$ cat config.mk
export PLATFORM = sky130hd
export DESIGN_NAME = iou_match_classifier_flat
export DESIGN_NICKNAME = d
export VERILOG_FILES = /design/src/rtl/imc_pkg.sv /design/src/rtl/imc_if.sv /design/src/rtl/imc_cfg_regs.sv /design/src/rtl/imc_div.sv /design/src/rtl/iou_match_classifier.sv /design/src/flat_wrapper.sv
export VERILOG_INCLUDE_DIRS = /design/src /design/src/rtl
export SDC_FILE = /design/constraint.sdc
export NUM_CORES = 2
export LEC_CHECK = 0
export BUFFER_PORTS_ARGS = -buffer_cell sky130_fd_sc_hd__buf_2
export CAP_MARGIN = 0
export CORE_AREA = 2 2 244 246
export CTS_CLUSTER_SIZE = 20
export DETAILED_ROUTE_END_ITERATION = 6
export DIE_AREA = 0 0 246 248
export HOLD_SLACK_MARGIN = 0.12
export PLACE_DENSITY = 0.73
export SLEW_MARGIN = 20
export SYNTH_ARGS = -nofsm -noshare
export SYNTH_HDL_FRONTEND = slang
export SYNTH_HIERARCHICAL = 1
export SYNTH_SLANG_ARGS = --single-unit
$ cat constraint.sdc
create_clock -name clk -period 16.7 [get_ports clk]
set_input_delay 1.67 -clock clk [delete_from_list [all_inputs] [get_ports clk]]
set_output_delay 1.67 -clock clk [all_outputs]
set_load 0.02 [all_outputs]
$ cat src/rtl/iou_match_classifier_assert.svh
// ----------------------------------------------------------------------------
// iou match classifier assertion macros
// concurrent check wrappers, compiled out when SYNTH is defined
// ----------------------------------------------------------------------------
`ifndef IOU_MATCH_CLASSIFIER_ASSERT_SVH
`define IOU_MATCH_CLASSIFIER_ASSERT_SVH

`ifndef SYNTH

`define IMC_ASSERT_NOW(label, clk, rst, ante, cons, msg) \
  label: assert property (@(posedge clk) disable iff (rst) (ante) |-> (cons)) else $error(msg);

`define IMC_ASSERT_NEXT(label, clk, rst, ante, cons, msg) \
  label: assert property (@(posedge clk) disable iff (rst) (ante) |=> (cons)) else $error(msg);

`else

`define IMC_ASSERT_NOW(label, clk, rst, ante, cons, msg)

`define IMC_ASSERT_NEXT(label, clk, rst, ante, cons, msg)

`endif

`endif

$ cat src/rtl/imc_pkg.sv
// ----------------------------------------------------------------------------
// imc_pkg
// shared widths, register codes and helpers for the iou match classifier
// ----------------------------------------------------------------------------
`timescale 1ns / 1ps

package imc_pkg;

  localparam int COORD_W  = 12;
  localparam int EDGE_W   = COORD_W + 1;
  localparam int BOX_W    = 4 * COORD_W;
  localparam int AREA_W   = 2 * COORD_W;
  localparam int UNI_W    = AREA_W + 1;
  localparam int RATIO_W  = 16;
  localparam int QUO_W    = RATIO_W + 1;
  localparam int CNT_W    = 8;
  localparam int TIU_W    = 2;
  localparam int PADDR_W  = 5;
  localparam int PDATA_W  = 64;
  localparam int MAX_TRUTHS = 2;

  localparam logic [BOX_W-1:0] TRUTH_RESET [MAX_TRUTHS] = '{
    48'd7285557264856,
    48'd7423264531164
  };
  localparam logic [TIU_W-1:0]   TIU_RESET    = 2'd2;
  localparam logic [RATIO_W-1:0] THRESH_RESET = 16'd26214;

  typedef enum logic [1:0] {
    REG_TRUTH_A       = 2'd0,
    REG_TRUTH_B       = 2'd1,
    REG_TRUTHS_IN_USE = 2'd2,
    REG_THRESHOLD     = 2'd3
  } reg_idx_t;

  typedef enum logic [1:0] {
    FLD_X = 2'd0,
    FLD_Y = 2'd1,
    FLD_W = 2'd2,
    FLD_H = 2'd3
  } box_fld_t;

  typedef struct packed {
    logic [TIU_W-1:0]   truths_in_use;
    logic [RATIO_W-1:0] threshold;
  } cfg_ctl_t;

  function automatic logic [COORD_W-1:0] box_field(input logic [BOX_W-1:0] box,
                                                   input box_fld_t fld);
    return box[fld*COORD_W +: COORD_W];
  endfunction

endpackage

$ cat src/rtl/imc_if.sv
// ----------------------------------------------------------------------------
// imc_if
// valid/ready channels for detection beats and result beats
// ----------------------------------------------------------------------------
`timescale 1ns / 1ps

interface imc_det_if;
  logic                        valid;
  logic                        ready;
  logic [imc_pkg::COORD_W-1:0] det_x;
  logic [imc_pkg::COORD_W-1:0] det_y;
  logic [imc_pkg::COORD_W-1:0] det_w;
  logic [imc_pkg::COORD_W-1:0] det_h;
  logic                        last_in_frame;

  modport source (output valid, det_x, det_y, det_w, det_h, last_in_frame, input ready);
  modport sink   (input valid, det_x, det_y, det_w, det_h, last_in_frame, output ready);
endinterface

interface imc_res_if;
  logic                        valid;
  logic                        ready;
  logic [imc_pkg::RATIO_W-1:0] best_ratio;
  logic                        is_match;
  logic [imc_pkg::CNT_W-1:0]   match_count;
  logic [imc_pkg::CNT_W-1:0]   miss_count;
  logic                        frame_done;

  modport source (output valid, best_ratio, is_match, match_count, miss_count, frame_done,
                  input ready);
  modport sink   (input valid, best_ratio, is_match, match_count, miss_count, frame_done,
                  output ready);
endinterface

$ cat src/rtl/imc_cfg_regs.sv
// ----------------------------------------------------------------------------
// imc_cfg_regs
// apb register file: truth boxes, truths in use and match threshold
// ----------------------------------------------------------------------------
`timescale 1ns / 1ps

module imc_cfg_regs #(
  parameter int NUM_TRUTHS = 2
) (
  input  logic                         clk,
  input  logic                         rst,
  input  logic                         psel,
  input  logic                         penable,
  input  logic                         pwrite,
  input  logic [imc_pkg::PADDR_W-1:0]  paddr,
  input  logic [imc_pkg::PDATA_W-1:0]  pwdata,
  output logic [imc_pkg::PDATA_W-1:0]  prdata,
  output logic                         pready,
  output logic [imc_pkg::BOX_W-1:0]    truth [NUM_TRUTHS],
  output imc_pkg::cfg_ctl_t            cfg_ctl
);
  import imc_pkg::*;

  reg_idx_t         idx;
  logic             wr;
  logic [BOX_W-1:0] truth_b_rd;

  assign idx    = reg_idx_t'(paddr[PADDR_W-1:3]);
  assign wr     = psel & penable & pwrite;
  assign pready = 1'b1;

  for (genvar g = 0; g < NUM_TRUTHS; g++) begin : g_truth
    localparam reg_idx_t CODE = (g == 0) ? REG_TRUTH_A : REG_TRUTH_B;
    always_ff @(posedge clk) begin
      if (rst) begin
        truth[g] <= TRUTH_RESET[g];
      end else if (wr && idx == CODE) begin
        truth[g] <= pwdata[BOX_W-1:0];
      end
    end
  end

  if (NUM_TRUTHS > 1) begin : g_rd_b
    assign truth_b_rd = truth[1];
  end else begin : g_no_b
    assign truth_b_rd = '0;
  end

  always_ff @(posedge clk) begin
    if (rst) begin
      cfg_ctl.truths_in_use <= TIU_RESET;
      cfg_ctl.threshold     <= THRESH_RESET;
    end else if (wr) begin
      if (idx == REG_TRUTHS_IN_USE) begin
        cfg_ctl.truths_in_use <= pwdata[TIU_W-1:0];
      end
      if (idx == REG_THRESHOLD) begin
        cfg_ctl.threshold <= pwdata[RATIO_W-1:0];
      end
    end
  end

  always_comb begin
    prdata = '0;
    unique case (idx)
      REG_TRUTH_A:       prdata = PDATA_W'(truth[0]);
      REG_TRUTH_B:       prdata = PDATA_W'(truth_b_rd);
      REG_TRUTHS_IN_USE: prdata = PDATA_W'(cfg_ctl.truths_in_use);
      REG_THRESHOLD:     prdata = PDATA_W'(cfg_ctl.threshold);
      default:           prdata = '0;
    endcase
  end

endmodule

$ cat src/rtl/imc_div.sv
// ----------------------------------------------------------------------------
// imc_div
// serial restoring divider: intersection over union as saturated q0.16
// ----------------------------------------------------------------------------
`timescale 1ns / 1ps

`include "iou_match_classifier_assert.svh"

module imc_div (
  input  logic                        clk,
  input  logic                        rst,
  input  logic                        start,
  input  logic [imc_pkg::AREA_W-1:0]  dividend,
  input  logic [imc_pkg::UNI_W-1:0]   divisor,
  output logic                        busy,
  output logic                        done,
  output logic [imc_pkg::RATIO_W-1:0] ratio
);
  import imc_pkg::*;

  localparam int STEP_W = $clog2(QUO_W);

  logic [UNI_W-1:0]  divisor_q;
  logic [UNI_W-1:0]  rem;
  logic [QUO_W-1:0]  quo;
  logic [STEP_W-1:0] step;
  logic              first;
  logic [UNI_W:0]    trial;
  logic [UNI_W:0]    diff;
  logic              ge;

  assign trial = first ? {1'b0, rem} : {rem, 1'b0};
  assign ge    = trial >= {1'b0, divisor_q};
  assign diff  = trial - {1'b0, divisor_q};

  always_ff @(posedge clk) begin
    if (rst) begin
      busy <= 1'b0;
      done <= 1'b0;
    end else begin
      done <= 1'b0;
      if (start) begin
        busy <= 1'b1;
      end else if (busy && step == '0) begin
        busy <= 1'b0;
        done <= 1'b1;
      end
    end
  end

  always_ff @(posedge clk) begin
    if (start) begin
      divisor_q <= divisor;
      rem       <= UNI_W'(dividend);
      quo       <= '0;
      step      <= STEP_W'(QUO_W - 1);
      first     <= 1'b1;
    end else if (busy) begin
      rem   <= ge ? diff[UNI_W-1:0] : trial[UNI_W-1:0];
      quo   <= {quo[QUO_W-2:0], ge};
      step  <= step - 1'b1;
      first <= 1'b0;
    end
  end

  // zero union gives zero; a full quotient bit means 1.0
  assign ratio = (divisor_q == '0) ? '0 :
                 quo[QUO_W-1]      ? '1 : quo[RATIO_W-1:0];

  `IMC_ASSERT_NEXT(a_div_start_busy, clk, rst, start, busy, "divider not busy after start")
  `IMC_ASSERT_NOW(a_div_rem_bound, clk, rst, busy && !first, rem < divisor_q || divisor_q == '0, "remainder not below divisor")

endmodule

$ cat src/rtl/iou_match_classifier.sv
// ----------------------------------------------------------------------------
// iou_match_classifier
// scores each detection against the truth boxes by intersection over union
// ----------------------------------------------------------------------------
// a detection beat on det carries one box and a last-in-frame mark. det.ready
// is high only while no detection is in work; one is taken at a time.
// for each truth in use a small sequencer runs geometry, three products
// through one shared 12x12 multiplier, the union subtract and a 17-step
// serial divider, then keeps the best. the result beat becomes valid in
// the same cycle that det.ready returns.
// each detection gives one result beat on res: best ratio, match flag, the
// running match and miss counts of the frame and a frame-done echo.
// the result sits in an output register; the next detection is taken while
// it waits, and the sequencer holds in its final step if res is stalled.
// reset restores the truth boxes, truths in use and threshold to defaults and
// clears both counts; counts also clear after a frame-done result.
// apb registers sit at 8-byte steps: truth a, truth b, truths in use, threshold.
// ----------------------------------------------------------------------------
`timescale 1ns / 1ps

`include "iou_match_classifier_assert.svh"

module iou_match_classifier #(
  parameter int NUM_TRUTHS = 2
) (
  input  logic                        clk,
  input  logic                        rst,
  imc_det_if.sink                     det,
  imc_res_if.source                   res,
  input  logic                        psel,
  input  logic                        penable,
  input  logic                        pwrite,
  input  logic [imc_pkg::PADDR_W-1:0] paddr,
  input  logic [imc_pkg::PDATA_W-1:0] pwdata,
  output logic [imc_pkg::PDATA_W-1:0] prdata,
  output logic                        pready
);
  import imc_pkg::*;

  localparam int TIDX_W = (NUM_TRUTHS > 1) ? $clog2(NUM_TRUTHS) : 1;

  typedef enum logic [9:0] {
    S_IDLE  = 10'b00_0000_0001,
    S_GEOM  = 10'b00_0000_0010,
    S_MUL_I = 10'b00_0000_0100,
    S_MUL_D = 10'b00_0000_1000,
    S_MUL_T = 10'b00_0001_0000,
    S_UNION = 10'b00_0010_0000,
    S_DIV   = 10'b00_0100_0000,
    S_WAIT  = 10'b00_1000_0000,
    S_BEST  = 10'b01_0000_0000,
    S_FIN   = 10'b10_0000_0000
  } state_t;

  state_t state;
  state_t state_next;

  logic [BOX_W-1:0]   truth [NUM_TRUTHS];
  cfg_ctl_t           cfg_ctl;

  logic [COORD_W-1:0] dx, dy, dw, dh;
  logic               last_q;
  logic [TIDX_W-1:0]  tidx;
  logic [TIDX_W-1:0]  last_idx;
  logic [COORD_W-1:0] ow, oh;
  logic [AREA_W-1:0]  inter;
  logic [UNI_W-1:0]   acc;
  logic [UNI_W-1:0]   uni;
  logic [RATIO_W-1:0] best;
  logic [CNT_W-1:0]   hit_tally;
  logic [CNT_W-1:0]   miss_tally;

  logic [BOX_W-1:0]   tbox;
  logic [COORD_W-1:0] tx, ty, tw, th;
  logic [EDGE_W-1:0]  left, top, right, bottom;
  logic [EDGE_W-1:0]  ow_diff, oh_diff;
  logic [COORD_W-1:0] mul_a, mul_b;
  logic [AREA_W-1:0]  prod;
  logic [TIU_W-1:0]   tiu_eff;
  logic               accept;
  logic               out_free;
  logic               fin_load;
  logic               hit;
  logic [CNT_W-1:0]   hit_tally_next;
  logic [CNT_W-1:0]   miss_tally_next;

  logic               div_start;
  logic               div_busy;
  logic               div_done;
  logic [RATIO_W-1:0] div_ratio;

  imc_cfg_regs #(
    .NUM_TRUTHS (NUM_TRUTHS)
  ) u_cfg (
    .clk     (clk),
    .rst     (rst),
    .psel    (psel),
    .penable (penable),
    .pwrite  (pwrite),
    .paddr   (paddr),
    .pwdata  (pwdata),
    .prdata  (prdata),
    .pready  (pready),
    .truth   (truth),
    .cfg_ctl (cfg_ctl)
  );

  imc_div u_div (
    .clk      (clk),
    .rst      (rst),
    .start    (div_start),
    .dividend (inter),
    .divisor  (uni),
    .busy     (div_busy),
    .done     (div_done),
    .ratio    (div_ratio)
  );

  assign det.ready = (state == S_IDLE) && !rst;
  assign accept    = det.valid & det.ready;
  assign out_free  = !res.valid || res.ready;
  assign fin_load  = (state == S_FIN) && out_free;
  assign div_start = (state == S_DIV);

  // clamp truths in use to 1..NUM_TRUTHS
  always_comb begin
    if (cfg_ctl.truths_in_use == '0) begin
      tiu_eff = TIU_W'(1);
    end else if (cfg_ctl.truths_in_use > TIU_W'(NUM_TRUTHS)) begin
      tiu_eff = TIU_W'(NUM_TRUTHS);
    end else begin
      tiu_eff = cfg_ctl.truths_in_use;
    end
  end

  // overlap geometry of the current truth
  assign tbox   = truth[tidx];
  assign tx     = box_field(tbox, FLD_X);
  assign ty     = box_field(tbox, FLD_Y);
  assign tw     = box_field(tbox, FLD_W);
  assign th     = box_field(tbox, FLD_H);
  assign left   = (dx > tx) ? EDGE_W'(dx) : EDGE_W'(tx);
  assign top    = (dy > ty) ? EDGE_W'(dy) : EDGE_W'(ty);
  assign right  = ((EDGE_W'(dx) + EDGE_W'(dw)) < (EDGE_W'(tx) + EDGE_W'(tw))) ?
                  (EDGE_W'(dx) + EDGE_W'(dw)) : (EDGE_W'(tx) + EDGE_W'(tw));
  assign bottom = ((EDGE_W'(dy) + EDGE_W'(dh)) < (EDGE_W'(ty) + EDGE_W'(th))) ?
                  (EDGE_W'(dy) + EDGE_W'(dh)) : (EDGE_W'(ty) + EDGE_W'(th));
  assign ow_diff = right - left;
  assign oh_diff = bottom - top;

  // shared multiplier
  always_comb begin
    mul_a = ow;
    mul_b = oh;
    unique case (state)
      S_MUL_D: begin
        mul_a = dw;
        mul_b = dh;
      end
      S_MUL_T: begin
        mul_a = tw;
        mul_b = th;
      end
      default: begin
        mul_a = ow;
        mul_b = oh;
      end
    endcase
  end
  assign prod = mul_a * mul_b;

  assign hit             = best > cfg_ctl.threshold;
  assign hit_tally_next  = (hit && hit_tally != '1) ? hit_tally + 1'b1 : hit_tally;
  assign miss_tally_next = (!hit && miss_tally != '1) ? miss_tally + 1'b1 : miss_tally;

  always_comb begin
    state_next = state;
    unique case (state)
      S_IDLE:  if (accept) state_next = S_GEOM;
      S_GEOM:  state_next = S_MUL_I;
      S_MUL_I: state_next = S_MUL_D;
      S_MUL_D: state_next = S_MUL_T;
      S_MUL_T: state_next = S_UNION;
      S_UNION: state_next = S_DIV;
      S_DIV:   state_next = S_WAIT;
      S_WAIT:  if (div_done) state_next = S_BEST;
      S_BEST:  state_next = (tidx == last_idx) ? S_FIN : S_GEOM;
      S_FIN:   if (out_free) state_next = S_IDLE;
      default: state_next = S_IDLE;
    endcase
  end

  always_ff @(posedge clk) begin
    if (rst) begin
      state      <= S_IDLE;
      hit_tally  <= '0;
      miss_tally <= '0;
      res.valid  <= 1'b0;
    end else begin
      state <= state_next;
      if (fin_load) begin
        res.valid  <= 1'b1;
        hit_tally  <= last_q ? '0 : hit_tally_next;
        miss_tally <= last_q ? '0 : miss_tally_next;
      end else if (res.ready) begin
        res.valid <= 1'b0;
      end
    end
  end

  always_ff @(posedge clk) begin
    if (accept) begin
      dx       <= det.det_x;
      dy       <= det.det_y;
      dw       <= det.det_w;
      dh       <= det.det_h;
      last_q   <= det.last_in_frame;
      tidx     <= '0;
      last_idx <= TIDX_W'(tiu_eff - 1'b1);
      best     <= '0;
    end
    unique case (state)
      S_GEOM: begin
        ow <= (right > left) ? ow_diff[COORD_W-1:0] : '0;
        oh <= (bottom > top) ? oh_diff[COORD_W-1:0] : '0;
      end
      S_MUL_I: inter <= prod;
      S_MUL_D: acc   <= UNI_W'(prod);
      S_MUL_T: acc   <= acc + UNI_W'(prod);
      S_UNION: uni   <= acc - UNI_W'(inter);
      S_BEST: begin
        if (div_ratio > best) begin
          best <= div_ratio;
        end
        if (tidx != last_idx) begin
          tidx <= tidx + 1'b1;
        end
      end
      default: ;
    endcase
    if (fin_load) begin
      res.best_ratio  <= best;
      res.is_match    <= hit;
      res.match_count <= hit_tally_next;
      res.miss_count  <= miss_tally_next;
      res.frame_done  <= last_q;
    end
  end

  `IMC_ASSERT_NEXT(a_accept_starts, clk, rst, accept, state == S_GEOM, "accepted beat did not start work")
  `IMC_ASSERT_NOW(a_match_flag, clk, rst, res.valid, res.is_match == (res.best_ratio > cfg_ctl.threshold), "match flag disagrees with threshold")
  `IMC_ASSERT_NEXT(a_frame_clear, clk, rst, fin_load && last_q, hit_tally == '0 && miss_tally == '0, "counts not cleared after frame")
  `IMC_ASSERT_NOW(a_wait_busy, clk, rst, state == S_WAIT && !div_done, div_busy, "divider idle while waiting")

endmodule
$ cat src/flat_wrapper.sv
// flat-port wrapper written by rule: the top's interface ports become plain ports
module iou_match_classifier_flat import imc_pkg::*;
#(
  parameter int NUM_TRUTHS = 2
)
  (clk, rst, psel, penable, pwrite, paddr, pwdata, prdata, pready, det_valid, det_det_x, det_det_y, det_det_w, det_det_h, det_last_in_frame, det_ready, res_valid, res_best_ratio, res_is_match, res_match_count, res_miss_count, res_frame_done, res_ready);
  imc_det_if det_i ();
  imc_res_if res_i ();
  input  logic clk;
  input  logic rst;
  input  logic psel;
  input  logic penable;
  input  logic pwrite;
  input  logic [imc_pkg::PADDR_W-1:0] paddr;
  input  logic [imc_pkg::PDATA_W-1:0] pwdata;
  output logic [imc_pkg::PDATA_W-1:0] prdata;
  output logic pready;
  input wire logic [$bits(det_i.valid)-1:0] det_valid;
  input wire logic [$bits(det_i.det_x)-1:0] det_det_x;
  input wire logic [$bits(det_i.det_y)-1:0] det_det_y;
  input wire logic [$bits(det_i.det_w)-1:0] det_det_w;
  input wire logic [$bits(det_i.det_h)-1:0] det_det_h;
  input wire logic [$bits(det_i.last_in_frame)-1:0] det_last_in_frame;
  output wire logic [$bits(det_i.ready)-1:0] det_ready;
  output wire logic [$bits(res_i.valid)-1:0] res_valid;
  output wire logic [$bits(res_i.best_ratio)-1:0] res_best_ratio;
  output wire logic [$bits(res_i.is_match)-1:0] res_is_match;
  output wire logic [$bits(res_i.match_count)-1:0] res_match_count;
  output wire logic [$bits(res_i.miss_count)-1:0] res_miss_count;
  output wire logic [$bits(res_i.frame_done)-1:0] res_frame_done;
  input wire logic [$bits(res_i.ready)-1:0] res_ready;
  assign det_i.valid = det_valid;
  assign det_i.det_x = det_det_x;
  assign det_i.det_y = det_det_y;
  assign det_i.det_w = det_det_w;
  assign det_i.det_h = det_det_h;
  assign det_i.last_in_frame = det_last_in_frame;
  assign det_ready = det_i.ready;
  assign res_valid = res_i.valid;
  assign res_best_ratio = res_i.best_ratio;
  assign res_is_match = res_i.is_match;
  assign res_match_count = res_i.match_count;
  assign res_miss_count = res_i.miss_count;
  assign res_frame_done = res_i.frame_done;
  assign res_i.ready = res_ready;
  iou_match_classifier #(.NUM_TRUTHS(NUM_TRUTHS)) u_core (.clk(clk), .rst(rst), .det(det_i), .res(res_i), .psel(psel), .penable(penable), .pwrite(pwrite), .paddr(paddr), .pwdata(pwdata), .prdata(prdata), .pready(pready));
endmodule
---- Word level (Yosys, flattened, before mapping) ----
Cells that the tools add are included.
Widths: inputs -> output; s select.
storage, ports and cells
  register bits after elaboration ......... 415
operators by class
  $add $sub $neg .......................... 14
  multiply operators ...................... 1
  order comparisons ....................... 11
  eq/ne operators ......................... 20
  muxes and demuxes ....................... 39
  bitwise operators ....................... 4
  reductions and logical operators ........ 23
operators by type and width
  operator          count
  $pmux 64 s4       1
  $mux 48           3
  $pmux 10 s10      1
  $mux 16           5
  $add 12x12->13    4
  $pmux 25 s2       1
  $mux 24           2
  $pmux 12 s2       2
  $mux 10           4
  $gt 16x16->1      2
  $mux 8            4
  $ge 26x25->1      1
  $gt 13x12->1      2
  $lt 13x13->1      2
  $mux 13           2
  $mux 26           1
  $add 25x24->25    1
  $logic_not 25->1  1
  $mux 25           1
  $sub 25x24->25    1
  $sub 25x25->25    1
  $gt 12x12->1      2
  $mul 12x12->24    1
  $mux 12           2
  36 further kinds  65

---- Depth between registers and ports, before layout ----
  depth in word-level cells ............... 8
  mapped depth ............................ 36

---- Modules after synthesis ----
Netlist, hierarchy kept.
by module, submodules not included
  module                times used  cells each  area each (um^2)
  iou_match_classifier  1           2231        21361.7
  imc_cfg_regs          1           598         5579.1
  imc_div               1           537         4992.3

---- Worst setup path after synthesis ----
Ideal clock, no wire load.
  kind .................................... reg2reg
  start ................................... register u_core.state[6]
  end ..................................... register u_core.acc[22], data pin
  library setup time ...................... 0.260 ns
  data arrival time ....................... 7.703 ns
  required time ........................... 16.440 ns
  slack ................................... 8.737 ns
  stages on the path, launching flop included .. 36
  path buffers ............................ 3
  path through ............................ dfxtp_1 > nor3_1 > and2_1 > nand2_1 > nor3b_2 > buf_2 > nand2_1 > nand3_1 > buf_2 > nand2_1 > fa_1 > fa_1 > fa_1 > inv_1 > fa_1 > inv_1 > fa_1 > inv_1 > ha_1 > or2_2 > o31a_1 > o31ai_2 > o211ai_1 > a21o_1 > xor2_1 > ha_1 > clkbuf_1 > a21o_1 > a21oi_1 > nor2b_1 > o21ai_0 > a21oi_1 > or3_1 > o22ai_1 > xnor2_1 > mux2_2
between the ends
  longest elaborated chain between the ends .. 5
  elaborated cells between the ends (all ways) .. 7
  classes of those cells .................. 1 x add/sub; 1 x mul; 2 x eq/ne; 3 x mux
ends and longest elaborated chain
  element                                            RTL line                     text
  start, declared                                    iou_match_classifier.sv:55   state_t state;
  start signal, assigned                             iou_match_classifier.sv:200  state <= state_next;
  $eq 10x5->1 / $eq 10x4->1 (equally long branches)  iou_match_classifier.sv:155  unique case (state)
  $pmux 12 s2                                        iou_match_classifier.sv:155
  $mul 12x12->24 (*)                                 iou_match_classifier.sv:170  assign prod = mul_a * mul_b;
  net u_core.prod[15]                                iou_match_classifier.sv:78   logic [AREA_W-1:0] prod;
  $add 25x24->25 (*)                                 iou_match_classifier.sv:229  S_MUL_T: acc <= acc + UNI_W'(prod);
  $pmux 25 s2 (*)                                    iou_match_classifier.sv:222  unique case (state)
  end signal, assigned                               iou_match_classifier.sv:228  S_MUL_D: acc <= UNI_W'(prod);
  end signal, assigned                               iou_match_classifier.sv:229
  end, declared                                      iou_match_classifier.sv:67   logic [UNI_W-1:0] acc;
Mark *: on every way through the listed nets, which the timed path passes. The rest lies on a longest branch.
A chain may end at the register's enable or synchronous reset.

---- Worst setup path in the final report ----
  start ................................... register u_core.state[0]
  end ..................................... register u_core.acc[23], data pin
Same word-level chain as after synthesis.

==> reports/qor.yml <==
holdBufCountCts: 0
p_sw_frac: 0.410
finalHoldViolCount: 0
start_util: 0.546
ctsRootBufferMaster: "clkbuf_16"
wire_per_inst_um: 17.7
ys.flop_type: "edfxtp_1"
rows: 89
seq_area_frac_synth: 0.333
die_area_um2: 61000
dp_hpwl_um: 57900
synthTopCellsByArea: "edfxtp_1 22%, dfxtp_1 12%, ha_1 12%"
nets: 4032
postSynthCellCount: 3366
min_path_type: "flop to flop"
cts_resized: 0
antenna_left: 0
layout_min_cycle_time_ns: 9.54
area_growth_pct: 9.86
die_w_um: 246
drive_gt1_frac: 0.121
crit_path_end_kind: "flop"
cellLeakagePower_nw: 15.6
seq_power_share: 0.235
globalRouteTotalUtil: 0.250
switchingPower_w: 0.00217
r2r_setup_slack_ns: 7.16
synth_top_area_cell: "edfxtp_1"
clockPowerShare: 0.204
tightest_slew_ns: 1.11
grt_max_degree: 107
wl_um: 76500
status: "finished, final reports clean"
die_h_um: 248
cts_max_path_buffers: 3
io_buffers: 189
cts_buffers: 47
setup-tns-final_ns: 0
final_util: 0.600
critPathSlowestCell: "a221oi_1"
drv_slew: 0
path_clk_slew_ns: 0.06
critPathRequiredTime_ns: 17.03
ys_types: 85
combPwrFrac: 0.561
async_reset_ff_frac: 0
dr.pass1.iters: 5
max_slew_margin: 0.257
yosys_warnings: 6
drc_errors: 0
core-area_um2: 58500
arrival_ns: 9.88
startpoint_type: "flop"
rsz0062_at_grt: "false"
yosys_register_bits: 415
clock_latency_ns: 0.60
vdd_drop_max_mv: 0.186
htree_num_levels: 2
synth_area_per_cell_um2: 9.49
drv_cap: 0
cp_max_fo: 42
max_stage_delay_ns: 0.97
gp_congestion: 0.933
antenna_found_initial: 0
vias: 24584
grt_pass1_vias: 23950
via_per_inst: 5.70
p_per_area_nw_per_um2: 151
diodes: 0
fmax_ghz: 0.105
synth.most_common_cell: "nor2_1"
cts_num_sinks: 415
grt_pass1_wl_um: 123000
skew_ns: 0.0290
grt.overflow.total: 0
p_int_w: 0.00313
setup-violations-final: 0
ys_top_cells_by_count: "338 x nor2_1, 294 x ha_1, 288 x inv_1"
synth_top_area_frac: 0.217
syn_area_um2: 31900
post-cts-setup-buffers: 0
path_common_cell: "fa_1"
drtIter0Drc: 1620
synth_enable_flop_cells: 231
ios: 226
period_share: 0.571
path_class: "flop to flop"
cts_tree: "yes"
-- cells by family (layout without fill, tap and decap cells) --
group           count (synthesis)  after routing  synth area share
fa+ha+maj                     403            403             0.184
mux                           302            302            0.0989
xor+xnor                      150            150            0.0411
buf+inv                       430            591            0.0572
flops                         415            415             0.333
other cells                     2             17          0.000235
compound gates                614            614             0.129
simple gates                 1050           1050             0.158
-- routing by layer --
metal	GRT usage	vias to the layer above	routed length, µm
met5	0	-	0
met4	0.0852	0	2330
met3	0.0264	128	3590
met2	0.431	627	36300
met1	0.328	11756	34200
li1	-	12073	-
-- final timing paths --
| kind | depth (start not counted) | startpoint | end |
|---|---|---|---|
| min reg2reg | 0 | u_core/uni[21] | u_core/u_div/divisor_q[21] |
| max reg2reg | 29 | u_core/state[0] | u_core/acc[23] |
| max | 29 | u_core/state[0] | u_core/acc[23] |
| min | 0 | u_core/uni[21] | u_core/u_div/divisor_q[21] |
-- cell usage in the layout, fill, tap and decap left out, types with 22 or more instances in the layout --
cell	instances
dfxtp_1	183
ha_1	294
nand3_1	37
nor3_1	30
mux2i_1	212
nand2b_1	134
or3_1	23
and3_1	22
a21o_1	86
nand2_1	287
buf_2	188
edfxtp_1	231
xnor2_1	88
mux2_2	88
buf_4	28
nor2_1	337
nand4_1	37
inv_1	288
a221o_1	22
o31ai_1	26
o21ai_0	134
nor2b_1	38
clkbuf_16	51
xor2_1	62
and2_1	41
o21a_1	33
a21oi_1	144
fa_1	109
-- power groups by stage --
stage | combinational [W] | sequential [W] | clock (W)
2_1_floorplan | 0.00238 | 0.00125 | 0
3_3_place_gp | 0.00290 | 0.00127 | 0
3_5_place_dp | 0.00293 | 0.00127 | 0
4_1_cts | 0.00296 | 0.00124 | 0.00110
5_1_grt | 0.00334 | 0.00125 | 0.00115
6_report | 0.00298 | 0.00125 | 0.00108
-- sequential cells by signal (all words and copies together), names as in the netlist, 16 cells and up --
register                 cells
u_core/u_cfg/truth_b_rd     48
u_core/acc                  25
u_core/u_cfg/cfg_ctl        18
u_core/uni                  25
u_core/u_div/divisor_q      25
u_core/u_div/rem            25
u_core/u_div/quo            17
u_core/inter                24
u_core/best                 16
u_core/res.best_ratio       16
u_core/u_cfg/truth          48
-- cell type report --
| type | instances | area (µm²) |
|---|---|---|
| clock buffer | 60 | 1350 |
| clock inverter | 27 | 294 |
| fill | 4961 | 23400 |
| inverter | 288 | 1080 |
| multi-input combinational | 2536 | 19600 |
| sequential | 415 | 10600 |
| tap | 773 | 967 |
| timing repair buffer | 216 | 1150 |
-- critical path, delay by kind of cell (launching register included) --
kind / cells / cell delay (ns)
XOR/XNOR: 2 / 0.46
flip-flops: 1 / 0.39
multiplexers: 1 / 0.26
buffers and inverters: 4 / 0.80
AND/OR/NAND/NOR: 8 / 1.58
adder cells (fa/ha/maj): 7 / 3.46
AO/OA/AOI/OAI: 7 / 2.32
-- per-stage QoR --
step / std cells / power [W] / instance area (µm²) / hold slack (ns) / worst slack [ns]
after floorplan: 3381 / 0.00363 / 32000 / 0.400 / 8.74
after global placement: 4228 / 0.00417 / 33400 / 0.400 / 7.33
after detailed placement: 4228 / 0.00420 / 33400 / 0.405 / 7.37
after CTS: 4315 / 0.00530 / 35100 / 0.417 / 7.28
after global routing: 4315 / 0.00574 / 35100 / 0.424 / 6.66
final: 4315 / 0.00530 / 35100 / 0.416 / 7.16
(Power assumes the default switching activity.)
